### config.mk
export PLATFORM = sky130hd
export DESIGN_NAME = phaw_queue
export DESIGN_NICKNAME = d
export VERILOG_FILES = /design/src/hw/rtl/phaw_pkg.sv /design/src/hw/rtl/phaw_queue.sv
export SDC_FILE = /design/constraint.sdc
export NUM_CORES = 1
export LEC_CHECK = 0
export CELL_PAD_IN_SITES_DETAIL_PLACEMENT = 1
export CELL_PAD_IN_SITES_GLOBAL_PLACEMENT = 2
export CORE_AREA = 3 3 149 151
export CTS_CLUSTER_SIZE = 16
export DETAILED_ROUTE_END_ITERATION = 8
export DIE_AREA = 0 0 152 154
export DONT_BUFFER_PORTS = 1
export PLACE_DENSITY_LB_ADDON = 0.25
export SLEW_MARGIN = 20
export SYNTH_ARGS = -nofsm -noshare
export SYNTH_HDL_FRONTEND = slang
export SYNTH_SLANG_ARGS = --single-unit
### constraint.sdc
create_clock -name i_clk -period 6.3 [get_ports i_clk]
set_input_delay 0.63 -clock i_clk [delete_from_list [all_inputs] [get_ports i_clk]]
set_output_delay 0.63 -clock i_clk [all_outputs]
set_load 0.02 [all_outputs]
### src/hw/rtl/phaw_pkg.sv
// ============================================================================
// phaw_pkg: shared types and constants
// Command codes, payload structs, queue entry and state encodings for the
// time-of-period histogram predictor.
// ============================================================================
package phaw_pkg;

    localparam int BINS       = 1440;
    localparam int BIN_W      = $clog2(BINS);
    localparam int ADDR_W     = BIN_W + 1;
    localparam int HALF_STEPS = BINS / 2;
    localparam int STEP_W     = $clog2(HALF_STEPS + 1);
    localparam int T_W        = 32;
    localparam int SCALED_W   = T_W + BIN_W;
    localparam int CNT_DIV_W  = $clog2(SCALED_W + 1);
    localparam int OBS_W      = 17;
    localparam int THR_W      = 24;
    localparam int VAL_W      = 48;
    localparam int CNT_W      = 24;
    localparam int HALF_VAL_W = VAL_W / 2;
    localparam int PROD_W     = HALF_VAL_W + CNT_W;
    localparam int SUM_W      = CNT_W + $clog2(BINS + 1);
    localparam int ACC_W      = VAL_W + SUM_W + 1;
    localparam int DCNT_W     = $clog2(ACC_W + 1);
    localparam int PROB_W     = 16;
    localparam int QDEPTH     = 4;
    localparam int QPTR_W     = $clog2(QDEPTH);

    localparam logic [OBS_W-1:0]  Q_ONE     = OBS_W'(65536);
    localparam logic [PROB_W-1:0] Q_HALF    = PROB_W'(32768);
    localparam logic [PROB_W-1:0] P_LOW     = PROB_W'(66);
    localparam logic [PROB_W-1:0] P_HIGH    = PROB_W'(65470);
    localparam logic [T_W-1:0]    PERIOD_RST = T_W'(86400);
    localparam logic [THR_W-1:0]  THR_RST    = THR_W'(100);

    typedef enum logic [1:0] {
        CMD_ADD      = 2'd0,
        CMD_PRED     = 2'd1,
        CMD_PRED_DEF = 2'd2,
        CMD_EST      = 2'd3
    } t_cmd;

    typedef enum logic [0:0] {
        REG_PERIOD    = 1'b0,
        REG_THRESHOLD = 1'b1
    } t_reg_idx;

    typedef struct packed {
        t_cmd              command;
        logic [T_W-1:0]    time_stamp;
        logic [OBS_W-1:0]  observation;
        logic [THR_W-1:0]  sample_threshold;
    } t_in;

    typedef struct packed {
        logic [PROB_W-1:0] probability;
        logic              no_data;
    } t_out;

    typedef struct packed {
        t_cmd              cmd;
        logic [BIN_W-1:0]  bin;
        logic [OBS_W-1:0]  obs;
        logic [THR_W-1:0]  thr;
    } t_job;

    typedef enum logic [2:0] {
        F_IDLE,
        F_MOD,
        F_MUL,
        F_SCALE,
        F_PUSH
    } t_front_state;

    typedef enum logic [3:0] {
        B_CLEAR,
        B_IDLE,
        B_RD,
        B_DATA,
        B_MHI,
        B_ACC,
        B_DIV,
        B_OUT
    } t_back_state;

endpackage

### src/hw/rtl/phaw_queue.sv
// ============================================================================
// phaw_queue: job queue
// Small FIFO between the classifier and the histogram engine.
// ============================================================================
module phaw_queue import phaw_pkg::*; (
    input  logic i_clk,
    input  logic i_rst_n,
    input  logic i_push,
    input  t_job i_job,
    output logic o_full,
    input  logic i_pop,
    output logic o_empty,
    output t_job o_job
);

    t_job                r_mem [QDEPTH];
    logic [QPTR_W-1:0]   r_wr, r_rd;
    logic [QPTR_W:0]     r_count;

    assign o_full  = (r_count == (QPTR_W+1)'(QDEPTH));
    assign o_empty = (r_count == '0);
    assign o_job   = r_mem[r_rd];

    always_ff @(posedge i_clk) begin
        if (!i_rst_n) begin
            r_wr    <= '0;
            r_rd    <= '0;
            r_count <= '0;
        end else begin
            if (i_push) r_wr <= r_wr + 1'b1;
            if (i_pop)  r_rd <= r_rd + 1'b1;
            case ({i_push, i_pop})
                2'b10:   r_count <= r_count + 1'b1;
                2'b01:   r_count <= r_count - 1'b1;
                default: ;
            endcase
        end
    end

    always_ff @(posedge i_clk) begin
        if (i_push) r_mem[r_wr] <= i_job;
    end

endmodule

== After elaboration in Yosys (flattened, before gate mapping) ==
Memories as Yosys holds them, arrays and structs flattened. A register that Yosys moved wholly into a read port is not among the register bits.
Cells that the tools add are included.

* Bits in writable memories: 216
* Word-level logic and storage cells: 18
* Flip-flop bits (word level): 7
* Input port bits: 58
* Output and inout bits: 56
* Memories kept: 1

* Equal/unequal tests: 3
* Mux-type cells: 5
* Reduce and logical (&&, ||, !) cells: 2
* $add $sub $neg: 4

{| class="wikitable"
|+ Memory list
! name !! depth !! bits a word !! rd ports !! clocked after memory_dff !! wr ports !! RTL line !! RTL
|-
| r_mem || 4 || 54 || 1 || 1 || 1 || phaw_queue.sv:16 || <nowiki>t_job r_mem [QDEPTH];</nowiki>
|}

{| class="wikitable"
|+ Operator list
! kind !! count
|-
| $pmux W3 S2 || 1
|-
| $add A2 B1 Y2 const B || 2
|-
| $mux W2 || 2
|-
| $add A3 B1 Y3 const B || 1
|-
| $eq A3 B3 Y1 const B || 1
|-
| $logic_not A3 Y1 || 1
|-
| $sub A3 B1 Y3 const B || 1
|-
| $eq A2 B1 Y1 const B || 1
|-
| $eq A2 B2 Y1 const B || 1
|-
| $mux W1 || 2
|-
| $reduce_bool A2 Y1 || 1
|}

== Logic depth before layout (Yosys ltp) ==
* Word-level depth: 3
* Gate-level depth with buffers: 7
* Mapped depth without buffers: 7

== Worst setup path after synthesis ==
No wires, ideal clock.

* Kind: input -> register
* Start point: input port i_push
* End point: memory r_mem[0][0] (netlist bit) (enable)
* Slack: 3.969 ns
* Library setup time: 0.417 ns
* Required time: 5.883 ns
* Buffers on the path: 0
* Arrival time: 1.914 ns
* Stages on the path: 1
* Path through: and2_1

* Word-level cells in the longest chain between the ends: 2

{| class="wikitable"
|+ Ends and longest elaborated chain
! element !! RTL line !! RTL
|-
| from (decl) || phaw_queue.sv:8 || <nowiki>input logic i_push,</nowiki>
|-
| $mux W1 || phaw_queue.sv:41 || <nowiki>if (i_push) r_mem[r_wr] <= i_job;</nowiki>
|-
| $mux W1 (not written as such) || phaw_queue.sv:41 ||
|-
| to (decl) || phaw_queue.sv:16 ||
|}

Every way passes these cells.

==> flow_results.org <==
** Run status
- Result of the run :: finished, final reports clean

** Logic synthesis
- Summing the areas of all fa, ha and maj instances in the mapped netlist gives less than 1% of the synthesized area.
- After synthesis, the netlist uses 22 different library cells.
- Of the post-synthesis cell area, the part taken by muxes is 14.9%.
- Synthesized netlist net count :: 392
- By area, the combinational part of the netlist is dominated by multiplexers.
- Sequential cells were found to cover around four fifths of the synthesized design area.
- Most area-hungry cell type in the Yosys netlist :: sky130_fd_sc_hd__edfxtp_1
- Summing the areas of all compound-gate instances in the mapped netlist gives 0.211% of the synthesized area.
- The mapped netlist covers 0.00831 mm².
- Synthesis-stage register bit count :: between 200 and 250
- Area fraction of the dominant cell type after synthesis :: between 70% and 80%
- Xor/xnor cell area share of the yosys netlist :: 0.527%
- Gate count after technology mapping :: 328
- By area the synthesized netlist is led by sky130_fd_sc_hd__edfxtp_1, sky130_fd_sc_hd__mux4_2, sky130_fd_sc_hd__dfxtp_1.
- The Yosys step of the flow raised 0 warnings.
- Mean cell area of the mapped netlist :: roughly 25 µm²
- Simple-gate share of the synthesized area :: 1.13%

** Setup path
- By startpoint and endpoint, the worst setup path is classified as flip-flop to output port.
- At the worst endpoint, the required time is 5.67 ns.
- Worst path top cell family by delay :: multiplexers
- Library cell contributing the largest single delay on the critical path :: sky130_fd_sc_hd__mux4_1
- Of all nets on the critical path, the largest fanout is 32.
- STA classifies the critical path startpoint as a flip-flop.
- In this design, the stage delay of the slowest critical-path cell is between 0.7 and 0.8 ns.
- Ordered list of cells on the worst path :: buf_4, mux4_1
- For the worst setup path, the data arrival time is 2.58 ns.
- Kind of end point of the critical path :: output port
- Counting both buffers and inverters, the worst setup path holds a total of 1.

** Clocking
- CTS H-Tree Depth :: 1
- CTS resizes :: 0
- Buffers inserted during clock tree synthesis total 24.
- For the worst-skew pair, the clock arrives at the later sink with an insertion delay of 0.51 ns.
- Post-CTS timing repair inserted 0 buffers for setup.
- Clock transition time at the flip-flop clock pins of the worst setup and hold paths :: 0.06 ns
- Quantity of hold-fixing buffers added after cts :: 0
- TritonCTS clock tree :: yes
- Counting every sink on the clock net gives 225.
- The tree is rooted in a sky130_fd_sc_hd__clkbuf_16.
- Number of buffers on the longest clock path :: 3

** GRT
- Summed over all layers, the global routing overflow is 0.
- Global-route wire length before repair :: approximately 23 mm
- The initial antenna violation count is 0.
- Pin count of the biggest net entering global routing :: 55
- For this run, the total global-route usage over all layers was measured as 12.9%.
- Vias in the first global route :: 3738

** Timing
- Period utilisation layout :: 50.9%
- Setup repair after global routing left no endpoint under its margin.
- Worst relative slew slack :: 40.4%
- For the final database, setup skew stands at 0.00957 ns.
- Timing would allow up to around 310 MHz.
- Setup total negative slack on the finished layout was measured at 0 ns.
- The routed design could run at a clock period as short as 3.21 ns.
- Worst Max-Slew Pin Slew :: ~0.9 ns
- On the final layout, the worst hold slack is 0.212 ns.
- The final number of hold-violating endpoints came to 0.
- The number of max-slew violations in the final report is 0.
- Setup violations remaining at the end of the flow were counted as 0.

** Cells and area
- Total area of multi-input combinational cells :: around 0.0015 mm²
- Fillcell total :: around 1900
- Summing all non-filler instances in the final layout gives an area of ~0.0093 mm².
- Seq. cell area :: 0.00667 mm²
- In the layout the commonest cells are sky130_fd_sc_hd__edfxtp_1, sky130_fd_sc_hd__mux4_2, sky130_fd_sc_hd__clkbuf_16.
- The library cell used most frequently in the layout, excluding fill and tap cells, is sky130_fd_sc_hd__edfxtp_1.
- Of the cells placed in the final design, the portion with a size suffix greater than 1 is 26.0%.
- The area growth from synthesis to layout is 12.4%.
- 0 antenna diodes ended up in the layout.
- Final Instance Count excl. Fillers :: 637
- Net count of the finished layout :: 410

** Drt
- Final ANT Viol Nets :: 0
- Wires add up to 15.3 mm.
- Number of search-and-repair iterations in the first detailed-routing pass :: 6
- Violation count after the first detailed-routing iteration :: 170
- After detailed routing, the number of remaining DRC violations is 0.
- Via density per instance :: 5.21
- Vias :: 3319
- Mean routed wirelength per cell :: 24.0 µm

** Run
- Across the run, the number of max-cap violations was 0.

** Floorplanning
- The die is ~150 µm wide.
- Once the floorplan was initialized, standard cells occupied 39.7% of the core.
- Measured along the y axis, the die boundary spans about 150 µm.
- Placeable core area :: 0.0210 mm²
- The die covers 0.0234 mm².
- 114 I/O pins were placed.
- Site row count :: 53

** Placed design
- Buffers placed on the I/O ports in this run total 0.
- The congestion estimate from routability-driven global placement came to roughly 0.68.
- Post-Place Cell Area :: 0.00855 mm²
- Placed Cells incl. Taps :: 595

** Min path
- The tightest min-delay check is of the input pin to flip-flop type.

** Power and ir drop
- VDD sags by at most 0.218 mV.
- Dividing total power by cell area gives a power density of 365 mW/mm².
- Leakage dissipation :: 0.00291 µW
[synth_stat cells]
cell                       instances
sky130_fd_sc_hd__and2_1           10
sky130_fd_sc_hd__buf_6             1
sky130_fd_sc_hd__a21boi_0          1
sky130_fd_sc_hd__nand2_1           2
sky130_fd_sc_hd__nor2b_1           1
sky130_fd_sc_hd__fa_1              1
sky130_fd_sc_hd__mux4_2           50
sky130_fd_sc_hd__mux4_1            4
sky130_fd_sc_hd__and3_1            1
sky130_fd_sc_hd__xor2_1            3
sky130_fd_sc_hd__inv_1             6
sky130_fd_sc_hd__buf_2             5
sky130_fd_sc_hd__ha_1              5
sky130_fd_sc_hd__xnor2_1           2
sky130_fd_sc_hd__mux2i_1           1
sky130_fd_sc_hd__dfxtp_1           9
sky130_fd_sc_hd__clkbuf_2          1
sky130_fd_sc_hd__buf_12            5
sky130_fd_sc_hd__or3_1             1
sky130_fd_sc_hd__edfxtp_1        216
sky130_fd_sc_hd__o21ai_0           2
sky130_fd_sc_hd__nor3_1            1
[worst paths after layout]
path | startpoint | end | slack, ns | cells after the start
setup / recovery | flip-flop | o_job[52] | 3.09 | 2
hold / removal | i_job[21] | r_mem[3][21]$_DFFE_PP_ | 0.21 | 0
setup reg to reg | r_wr[0]$_SDFFE_PN0P_ | r_mem[2][50]$_DFFE_PP_ | 4.19 | 4
hold reg to reg | r_count[2]$_SDFFE_PN0P_ | r_count[2]$_SDFFE_PN0P_ | 0.51 | 2
[cell families (layout without fill, tap and decap cells)]
family | Yosys count | after routing
compound gates | 3 | 3
xor+xnor | 5 | 5
fa+ha+maj | 6 | 6
buf+inv | 18 | 52
flops | 225 | 225
mux | 55 | 55
simple gates | 16 | 16
[routing by layer]
layer / global-route usage (%) / vias up / part of all wire [%]
li1: - / 1416 / -
met1: 15.3 / 1777 / 39
met2: 21.6 / 101 / 50
met3: 5.60 / 25 / 9.3
met4: 3.34 / 0 / 1.6
met5: 0 / - / 0
[per-stage QoR]
step                power [µW]  util [%]  worst slack (ns)
floorplan                 2010         -              3.97
global placement          2050      40.8              3.54
detailed placement        2060      40.8              3.50
CTS                       3460      44.6              2.95
global route              3540      44.6              2.85
finish                    3400      44.6              3.09
[worst reg2reg max path: stages (launching register included)]
cell and delay (ns):
sky130_fd_sc_hd__dfxtp_1 0.34, sky130_fd_sc_hd__inv_1 0.10, sky130_fd_sc_hd__ha_1 0.14, sky130_fd_sc_hd__and2_2 0.60, sky130_fd_sc_hd__buf_4 0.56
[sequential cells by signal (all words and copies together) (netlist names), named ones only]
name and flops:
r_mem 216, r_count 3, r_rd 2, r_wr 2
[power by group]
group / leakage [µW] / internal [µW] / switching, µW / total [µW]
clock network: 0.000385 / 843 / 549 / 1390
logic: 0.000463 / 94.8 / 172 / 267
registers: 0.00206 / 1720 / 26.1 / 1740
[final cells by class]
type | instances | share of cell area (%)
Clock buffer | 29 | 6.86
Clock inverter | 13 | 1.53
Inverter | 6 | 0.241
Multi-Input combinational cell | 85 | 15.9
Sequential cell | 225 | 71.4
Tap cell | 275 | 3.68
Timing Repair Buffer | 4 | 0.322
Power figures use the tool's default switching activity.
