$ cat src/hw/rtl/phaw_pkg.sv
// ============================================================================
// phaw_pkg: shared types and constants
// Command codes, payload structs, queue entry and state encodings for the
// time-of-period histogram predictor.
// ============================================================================
package phaw_pkg;

    localparam int BINS       = 1440;
    localparam int BIN_W      = $clog2(BINS);
    localparam int ADDR_W     = BIN_W + 1;
    localparam int HALF_STEPS = BINS / 2;
    localparam int STEP_W     = $clog2(HALF_STEPS + 1);
    localparam int T_W        = 32;
    localparam int SCALED_W   = T_W + BIN_W;
    localparam int CNT_DIV_W  = $clog2(SCALED_W + 1);
    localparam int OBS_W      = 17;
    localparam int THR_W      = 24;
    localparam int VAL_W      = 48;
    localparam int CNT_W      = 24;
    localparam int HALF_VAL_W = VAL_W / 2;
    localparam int PROD_W     = HALF_VAL_W + CNT_W;
    localparam int SUM_W      = CNT_W + $clog2(BINS + 1);
    localparam int ACC_W      = VAL_W + SUM_W + 1;
    localparam int DCNT_W     = $clog2(ACC_W + 1);
    localparam int PROB_W     = 16;
    localparam int QDEPTH     = 4;
    localparam int QPTR_W     = $clog2(QDEPTH);

    localparam logic [OBS_W-1:0]  Q_ONE     = OBS_W'(65536);
    localparam logic [PROB_W-1:0] Q_HALF    = PROB_W'(32768);
    localparam logic [PROB_W-1:0] P_LOW     = PROB_W'(66);
    localparam logic [PROB_W-1:0] P_HIGH    = PROB_W'(65470);
    localparam logic [T_W-1:0]    PERIOD_RST = T_W'(86400);
    localparam logic [THR_W-1:0]  THR_RST    = THR_W'(100);

    typedef enum logic [1:0] {
        CMD_ADD      = 2'd0,
        CMD_PRED     = 2'd1,
        CMD_PRED_DEF = 2'd2,
        CMD_EST      = 2'd3
    } t_cmd;

    typedef enum logic [0:0] {
        REG_PERIOD    = 1'b0,
        REG_THRESHOLD = 1'b1
    } t_reg_idx;

    typedef struct packed {
        t_cmd              command;
        logic [T_W-1:0]    time_stamp;
        logic [OBS_W-1:0]  observation;
        logic [THR_W-1:0]  sample_threshold;
    } t_in;

    typedef struct packed {
        logic [PROB_W-1:0] probability;
        logic              no_data;
    } t_out;

    typedef struct packed {
        t_cmd              cmd;
        logic [BIN_W-1:0]  bin;
        logic [OBS_W-1:0]  obs;
        logic [THR_W-1:0]  thr;
    } t_job;

    typedef enum logic [2:0] {
        F_IDLE,
        F_MOD,
        F_MUL,
        F_SCALE,
        F_PUSH
    } t_front_state;

    typedef enum logic [3:0] {
        B_CLEAR,
        B_IDLE,
        B_RD,
        B_DATA,
        B_MHI,
        B_ACC,
        B_DIV,
        B_OUT
    } t_back_state;

endpackage

$ cat src/hw/rtl/phaw_front.sv
// ============================================================================
// phaw_front: command intake and bin classification
// Holds the configuration registers, takes one command, resolves its
// threshold and finds its bin with a shared bit-serial divider.
// ============================================================================
module phaw_front import phaw_pkg::*; (
    input  logic             i_clk,
    input  logic             i_rst_n,
    input  logic             i_valid,
    output logic             o_ready,
    input  t_in              i_data,
    input  logic             i_hold,
    input  logic             i_cfg_we,
    input  logic             i_cfg_idx,
    input  logic [T_W-1:0]   i_cfg_data,
    output logic             o_push,
    output t_job             o_job,
    input  logic             i_full
);

    t_front_state r_state, n_state;
    logic [T_W-1:0]       r_period;
    logic [THR_W-1:0]     r_def_thr;
    logic [SCALED_W-1:0]  r_dvd;
    logic [T_W-1:0]       r_rem;
    logic [BIN_W-1:0]     r_quo;
    logic [CNT_DIV_W-1:0] r_cnt;
    t_job                 r_job;

    logic [T_W-1:0] period_eff;
    logic [T_W:0]   trial;
    logic           take;
    logic           accept;

    assign period_eff = (r_period == '0) ? T_W'(1) : r_period;
    assign trial      = {r_rem, r_dvd[SCALED_W-1]};
    assign take       = (trial >= {1'b0, period_eff});
    assign accept     = i_valid && o_ready;

    always_comb begin
        n_state = r_state;
        case (r_state)
            F_IDLE:  if (accept) n_state = F_MOD;
            F_MOD:   if (r_cnt == '0) n_state = F_MUL;
            F_MUL:   n_state = F_SCALE;
            F_SCALE: if (r_cnt == '0) n_state = F_PUSH;
            F_PUSH:  if (!i_full) n_state = F_IDLE;
            default: n_state = F_IDLE;
        endcase
    end

    always_comb begin
        o_ready = (r_state == F_IDLE) && !i_hold;
        o_push  = (r_state == F_PUSH) && !i_full;
    end

    always_ff @(posedge i_clk) begin
        if (!i_rst_n) begin
            r_state   <= F_IDLE;
            r_period  <= PERIOD_RST;
            r_def_thr <= THR_RST;
        end else begin
            r_state <= n_state;
            if (i_cfg_we) begin
                case (t_reg_idx'(i_cfg_idx))
                    REG_PERIOD:    r_period  <= i_cfg_data;
                    REG_THRESHOLD: r_def_thr <= i_cfg_data[THR_W-1:0];
                    default:       ;
                endcase
            end
        end
    end

    always_ff @(posedge i_clk) begin
        case (r_state)
            F_IDLE: begin
                r_job.cmd <= i_data.command;
                r_job.obs <= (i_data.observation > Q_ONE) ? Q_ONE : i_data.observation;
                r_job.thr <= (i_data.command == CMD_PRED) ? i_data.sample_threshold
                                                          : r_def_thr;
                r_dvd     <= {i_data.time_stamp, BIN_W'(0)};
                r_rem     <= '0;
                r_cnt     <= CNT_DIV_W'(T_W - 1);
            end
            F_MOD, F_SCALE: begin
                r_rem <= take ? T_W'(trial - {1'b0, period_eff}) : trial[T_W-1:0];
                r_dvd <= {r_dvd[SCALED_W-2:0], 1'b0};
                r_quo <= {r_quo[BIN_W-2:0], take};
                r_cnt <= r_cnt - 1'b1;
            end
            F_MUL: begin
                r_dvd <= SCALED_W'(r_rem * SCALED_W'(BINS));
                r_rem <= '0;
                r_quo <= '0;
                r_cnt <= CNT_DIV_W'(SCALED_W - 1);
            end
            F_PUSH: r_job.bin <= r_quo;
            default: ;
        endcase
    end

    always_comb begin
        o_job     = r_job;
        o_job.bin = r_quo;
    end

endmodule

$ cat config.mk
export PLATFORM = sky130hd
export DESIGN_NAME = phaw_front
export DESIGN_NICKNAME = d
export VERILOG_FILES = /design/src/hw/rtl/phaw_pkg.sv /design/src/hw/rtl/phaw_front.sv
export SDC_FILE = /design/constraint.sdc
export NUM_CORES = 1
export LEC_CHECK = 0
export BUFFER_PORTS_ARGS = -buffer_cell sky130_fd_sc_hd__clkbuf_2
export CAP_MARGIN = 20
export CORE_MARGIN = 4
export CORE_UTILIZATION = 40
export CTS_CLUSTER_DIAMETER = 200
export DETAILED_ROUTE_END_ITERATION = 8
export MAX_ROUTING_LAYER = met4
export SLEW_MARGIN = 10
export SYNTH_ARGS = -nofsm -noshare
export SYNTH_HDL_FRONTEND = slang
export SYNTH_SLANG_ARGS = --single-unit
$ cat constraint.sdc
create_clock -name i_clk -period 5.9 [get_ports i_clk]
set_input_delay 0.295 -clock i_clk [delete_from_list [all_inputs] [get_ports i_clk]]
set_output_delay 0.295 -clock i_clk [all_outputs]
set_load 0.05 [all_outputs]
Yosys cells after proc, flatten, opt, wreduce, memory -nomap -nowiden
Index checks and enable logic that the tools add are counted.

$mul: 1. Reductions and logical operators: 16. Multiplexer cells: 12. Equality and inequality tests: 9. Add/subtract/negate cells: 2. Bitwise gates (word level): 1. Order comparisons: 2.

Operators with widths (count): 43-bit one-hot mux with 3 select lines (1); 32-bit 2-to-1 mux (2); 32-bit one-hot mux with 2 select lines (1); 32-bit by 6-bit multiplier with 38-bit output, second input constant (1); 33-bit by 32-bit >= comparator with 1-bit output (1); 32-bit zero test (1); 32-bit subtractor (1); 24-bit 2-to-1 mux (1); 11-bit one-hot mux with 2 select lines (1); 6-bit one-hot mux with 3 select lines (1); 17-bit > comparator, second input constant (1); 3-bit one-hot mux with 5 select lines (1); 3-bit 2-to-1 mux (4); 2-bit inequality test, second input constant (4); 3-bit by 2-bit equality test with 1-bit output, second input constant (2); 6-bit zero test (1); 6-bit by 1-bit subtractor with 6-bit output, second input constant (1); 2-bit AND reduction (2); 4-bit AND reduction (1); 2-bit nonzero test (2); 2-bit OR reduction (2); 3-bit by 1-bit equality test with 1-bit output, second input constant (1); 3-bit equality test, second input constant (1); 1-bit logical AND (3); other kinds (5) (6).

Bits in registers: 194. Bits of input ports: 114.

Depth between registers and ports, before layout
Depth in word-level cells: 5. Depth in mapped cells: 17.

Least setup slack after synthesis
Ideal clock, no wire load.

Path kind: register -> output. From: register r_state[2]. To: output port o_push. Arrival: 4.002 ns. Slack: 1.603 ns. Cell stages (with the launch flop): 3. Buffers on the path: 0. Cells stage by stage: dfxtp_1 -> clkinv_1 -> nor4_1.

Cells in the longest elaborated chain, start to end: 2.

Ends and longest elaborated chain: start: declaration (RTL line phaw_front.sv:21) `t_front_state r_state, n_state;`; start signal: assignment (RTL line phaw_front.sv:63) `r_state <= n_state;`; 3-bit equality test (RTL line phaw_front.sv:54) `o_push = (r_state == F_PUSH) && !i_full;`; 1-bit logical AND (RTL line phaw_front.sv:54); end: declaration (RTL line phaw_front.sv:16) `output logic o_push,`.

No other way between the ends.

Worst setup path in the final report
From: register r_rem[2]. To: register r_dvd[35], data pin.

Cells in the longest elaborated chain, start to end: 2.

Ends and longest elaborated chain: start: declaration (RTL line phaw_front.sv:25) `logic [T_W-1:0] r_rem;`; start signal: assignment (RTL line phaw_front.sv:86) `r_rem <= take ? T_W'(trial - {1'b0, period_eff}) : trial[T_W-1:0];`; 32-bit by 6-bit multiplier with 38-bit output (RTL line phaw_front.sv:92) `r_dvd <= SCALED_W'(r_rem * SCALED_W'(BINS));`; 43-bit one-hot mux with 3 select lines (RTL line phaw_front.sv:75) `case (r_state)`; end signal: assignment (RTL line phaw_front.sv:81) `r_dvd <= {i_data.time_stamp, BIN_W'(0)};`; end signal: assignment (RTL line phaw_front.sv:87) `r_dvd <= {r_dvd[SCALED_W-2:0], 1'b0};`; end signal: assignment (RTL line phaw_front.sv:92); end: declaration (RTL line phaw_front.sv:24) `logic [SCALED_W-1:0] r_dvd;`.

No other way between the ends. The select of a mux whose other input is x is not followed. A chain may end at the register's enable or synchronous reset.

==> summary.md <==
The tools report the setup TNS as 0 ns. Across the VDD grid, the largest voltage drop is 0.232 mV. The area share of the largest cell type after synthesis is 0.289. The flow ran to the end, and the final reports show no timing, DRC or antenna violations. In this run the mean area of a mapped cell was 9.65 sq um. The violation count after the first detailed-route iteration was 441; the final wirelength was 31,700 microns. The slew at the pin closest to its max-slew limit is 1.02 ns. The number of antenna violations at the first check in global routing is 0. Async set or reset register ratio after synthesis: 0. The area used by sequential logic in the layout is 5080 sq um, and the required time of the critical path is 6.08 ns.

Post-CTS repair changed the size of 0 cells. The post-detailed-route via-to-cell ratio is 5.10, and the hold buffer count at cts is 0. After detailed routing, the number of remaining DRC violations is 0.

The multi-input gate area in the final layout came out at 7540 sq um. Internal power comes to 0.00294 W. In this run the remaining antenna-violating nets after routing total 0. The routed layout has 10,197 vias.

For the worst flop-to-flop path, the logic depth is 17. Share of total power in sequential cells: 0.335. The tools report the launch point of the worst path as r_rem[2]. The first-pass GRT wire length was 52,100 microns; the pin count of the biggest net entering global routing was 76. The worst-case clock skew is 0.0154 ns, and the initial core utilization is 0.410. The clock passes through at most 2 buffers.

For the count of maximum capacitance violations, the log shows 0. By count the netlist is led by sky130_fd_sc_hd__inv_1, sky130_fd_sc_hd__nand2_1, sky130_fd_sc_hd__edfxtp_1. Ranked by total cell area, the synthesized netlist is headed by sky130_fd_sc_hd__edfxtp_1, sky130_fd_sc_hd__ha_1, sky130_fd_sc_hd__dfxtp_1.

The die covers 36,700 sq um. The final-layout fill cell count is 3,180. Before antenna repair, the detailed router went through 5 iterations. Synthesis handed over a netlist of 1,397 instances. The worst register-to-register path begins at r_rem[2]. The tools report the number of global-route vias before repair as 10,280. The tools report the number of max-slew violations in the final report as 0.

Setup repair after global routing left no endpoint under its margin. Along the worst path, the maximum fanout reaches 5. The netlist uses 65 different library cells. Counting the buffers created by CTS gives 17. Once detailed placement completed, the half-perimeter wirelength came to 25,000 microns. The number of flops mapped to enable cells by yosys is 130. CTS built an H-tree with a depth of 4. The tools report the final non-filler cell area as 15,400 sq um.

Of all cell types, the one taking the most synthesized area is sky130_fd_sc_hd__edfxtp_1. The final estimated routing congestion in global placement was 0.886; the final critical delay including setup and external delays was 4.64 ns. The tools report the aggregate global-route resource usage as 0.178. Pin placement for this block handled 170 I/O pins.

The maximum frequency from static timing analysis came out at 216 MHz. STA classifies the critical path endpoint as a flip-flop. The total power per unit cell area is 318 nW/um^2. The slack of the worst reg-to-reg path is 1.26 ns, and the quantity of I/O buffers inserted on ports is 169.

The critical path in this run is classified as flip-flop to flip-flop. The clock-pin slew on the worst setup and hold paths was 0.08 ns. The cell area after placement came out at 14,800 sq um. The tools report the end point of the critical path as r_dvd[35]. TritonCTS built the clock tree.

Summing every instance area after synthesis gives 13,500 sq um. The number of nets produced by synthesis came out at 1,676. During synthesis, Yosys emitted a total of 0 warnings.

The run gives 0.421 as the logic gate share of total power. The net switching share of the total power was 0.398. In this run the standard cell core region covers 32,900 sq um. The worst hold path depth is 1. The repair_antennas step left the layout with diodes totalling 0. The switching power summed over all nets came out at 0.00195 W. For the worst setup path, the data arrival time is 4.82 ns. Leftover overflow at the end of global routing: 0. The tree is rooted in a sky130_fd_sc_hd__clkbuf_16. The post-route fraction of the period consumed by the critical path works out to 0.786.

Setup violations remaining at the end of the flow were counted as 0. After clock tree synthesis, the setup repair step added 0 buffers. The synthesized design contains 189 register bits.

The clock latency on the worst-skew pair came out at 0.45 ns. Classification of the worst-slack hold path: input pin to flip-flop. The part of the total power dissipated in the clock network is 0.243, and the area overhead of the layout relative to synthesis is 14.1%. In this run the horizontal extent of the chip is 192 microns.

The final routed wire length divided by cell count is 15.9 microns, and the share of layout cells above drive strength 1 is 0.167. For the hold violation count in the final report, the log shows 0. The critical path launch point type is a flip-flop. The destination of the worst register-to-register timing path was r_dvd[35]. Counting every sink on the clock net gives 189. The die extent in y was 192 microns; the relative max-transition margin was 0.322.

The run gives 0.377 as the sequential area share after synthesis. The dominant synthesized flop cell is sky130_fd_sc_hd__edfxtp_1. For this run, the post-layout net count is 1,823.

Number of core rows: 66. The leading cell type by number of instances after synthesis is sky130_fd_sc_hd__inv_1. The static leakage came out at 6.96 nW.
[worst min-delay path by stage]
stage                     slack (ns)      endpoint         start
after floorplan                 0.39     o_job[52]    i_data[73]
after global placement          0.46  r_def_thr[6]  r_def_thr[6]
after detailed placement        0.47  r_def_thr[3]  r_def_thr[3]
after CTS                       0.01     o_job[52]    i_data[73]
after global routing            0.02     o_job[52]    i_data[73]
final                           0.04     o_job[52]    i_data[73]
[layout by cell type (no fill, tap or decap), drive strengths merged, types with 17 or more instances in the layout]
master	synthesis	final
a21oi	82	82
o21ai	60	60
ha	118	118
and2	18	18
inv	173	181
a21o	31	31
a22oi	22	22
edfxtp	130	130
nand3	17	17
xnor2	40	40
clkbuf	40	186
a21boi	51	51
fa	47	47
mux2i	19	19
nor2b	26	26
nand2	159	159
xor2	34	34
mux2	24	24
dfxtp	59	59
nor2	70	70
a211oi	17	17
[worst max-delay path, cell delays in order, from the launching register on]
cell                       delay, ns
sky130_fd_sc_hd__edfxtp_1       0.49
sky130_fd_sc_hd__ha_1           0.36
sky130_fd_sc_hd__ha_1           0.28
sky130_fd_sc_hd__inv_1          0.05
sky130_fd_sc_hd__fa_1           0.50
sky130_fd_sc_hd__inv_1          0.04
sky130_fd_sc_hd__ha_1           0.22
sky130_fd_sc_hd__fa_1           0.43
sky130_fd_sc_hd__a211oi_1       0.31
sky130_fd_sc_hd__o21ai_0        0.14
sky130_fd_sc_hd__a31oi_1        0.42
sky130_fd_sc_hd__a211o_1        0.22
sky130_fd_sc_hd__a31oi_1        0.13
sky130_fd_sc_hd__o211a_1        0.29
sky130_fd_sc_hd__o21a_1         0.17
sky130_fd_sc_hd__nor2_1         0.11
sky130_fd_sc_hd__xnor2_1        0.12
sky130_fd_sc_hd__o21ai_0        0.09
[layer usage]
metal / global-route usage / share of wire
met5: - / 0
met4: 0.0318 / 0.0073
met3: 0.0309 / 0.047
met2: 0.265 / 0.44
met1: 0.259 / 0.51
[cell type report]
type / count / area share
clock buffers: 17 / 0.0276
clock inverters: 15 / 0.0122
inverters: 175 / 0.0427
multi-input cells: 983 / 0.490
flip-flops and latches: 189 / 0.330
well taps: 442 / 0.0359
repair buffers: 178 / 0.0611
[state kept, by name, indices dropped and copies added (netlist names)]
register / count
o_job: 43
r_dvd: 38
r_period: 32
r_rem: 32
r_def_thr: 24
r_quo: 11
r_cnt: 6
r_state: 3
[stage by stage]
stage | worst slack (ns) | instances | total power [W] | utilization | hold WS (ns)
after CTS | 1.24 | 1998 | 0.00492 | 0.468 | 0.0113
after global routing | 0.900 | 1999 | 0.00525 | 0.468 | 0.0210
after floorplan | 1.60 | 1397 | 0.00330 | - | 0.394
after detailed placement | 1.25 | 1966 | 0.00371 | 0.449 | 0.466
after global placement | 1.28 | 1964 | 0.00370 | 0.448 | 0.457
final | 1.26 | 1999 | 0.00489 | 0.468 | 0.0391
[power by group through the flow]
stage          Clock, W  Combinational, W  Sequential, W
6_report        0.00119           0.00206        0.00164
5_1_grt         0.00127           0.00232        0.00166
4_1_cts         0.00121           0.00207        0.00164
3_5_place_dp          0           0.00204        0.00167
3_3_place_gp          0           0.00203        0.00167
2_1_floorplan         0           0.00153        0.00176
[logic make-up after synthesis]
| family | count (synthesis) | synth area share |
|---|---|---|
| muxes | 43 | 0.0341 |
| AOI/OAI and AO/OA | 346 | 0.176 |
| xor gates and xnor gates | 74 | 0.0481 |
| adders and majority gates | 165 | 0.179 |
| buffers and inverters | 225 | 0.0654 |
| DFF | 189 | 0.377 |
| and+or+nand+nor | 355 | 0.121 |
Note: power is estimated with default switching activity, not from simulation.
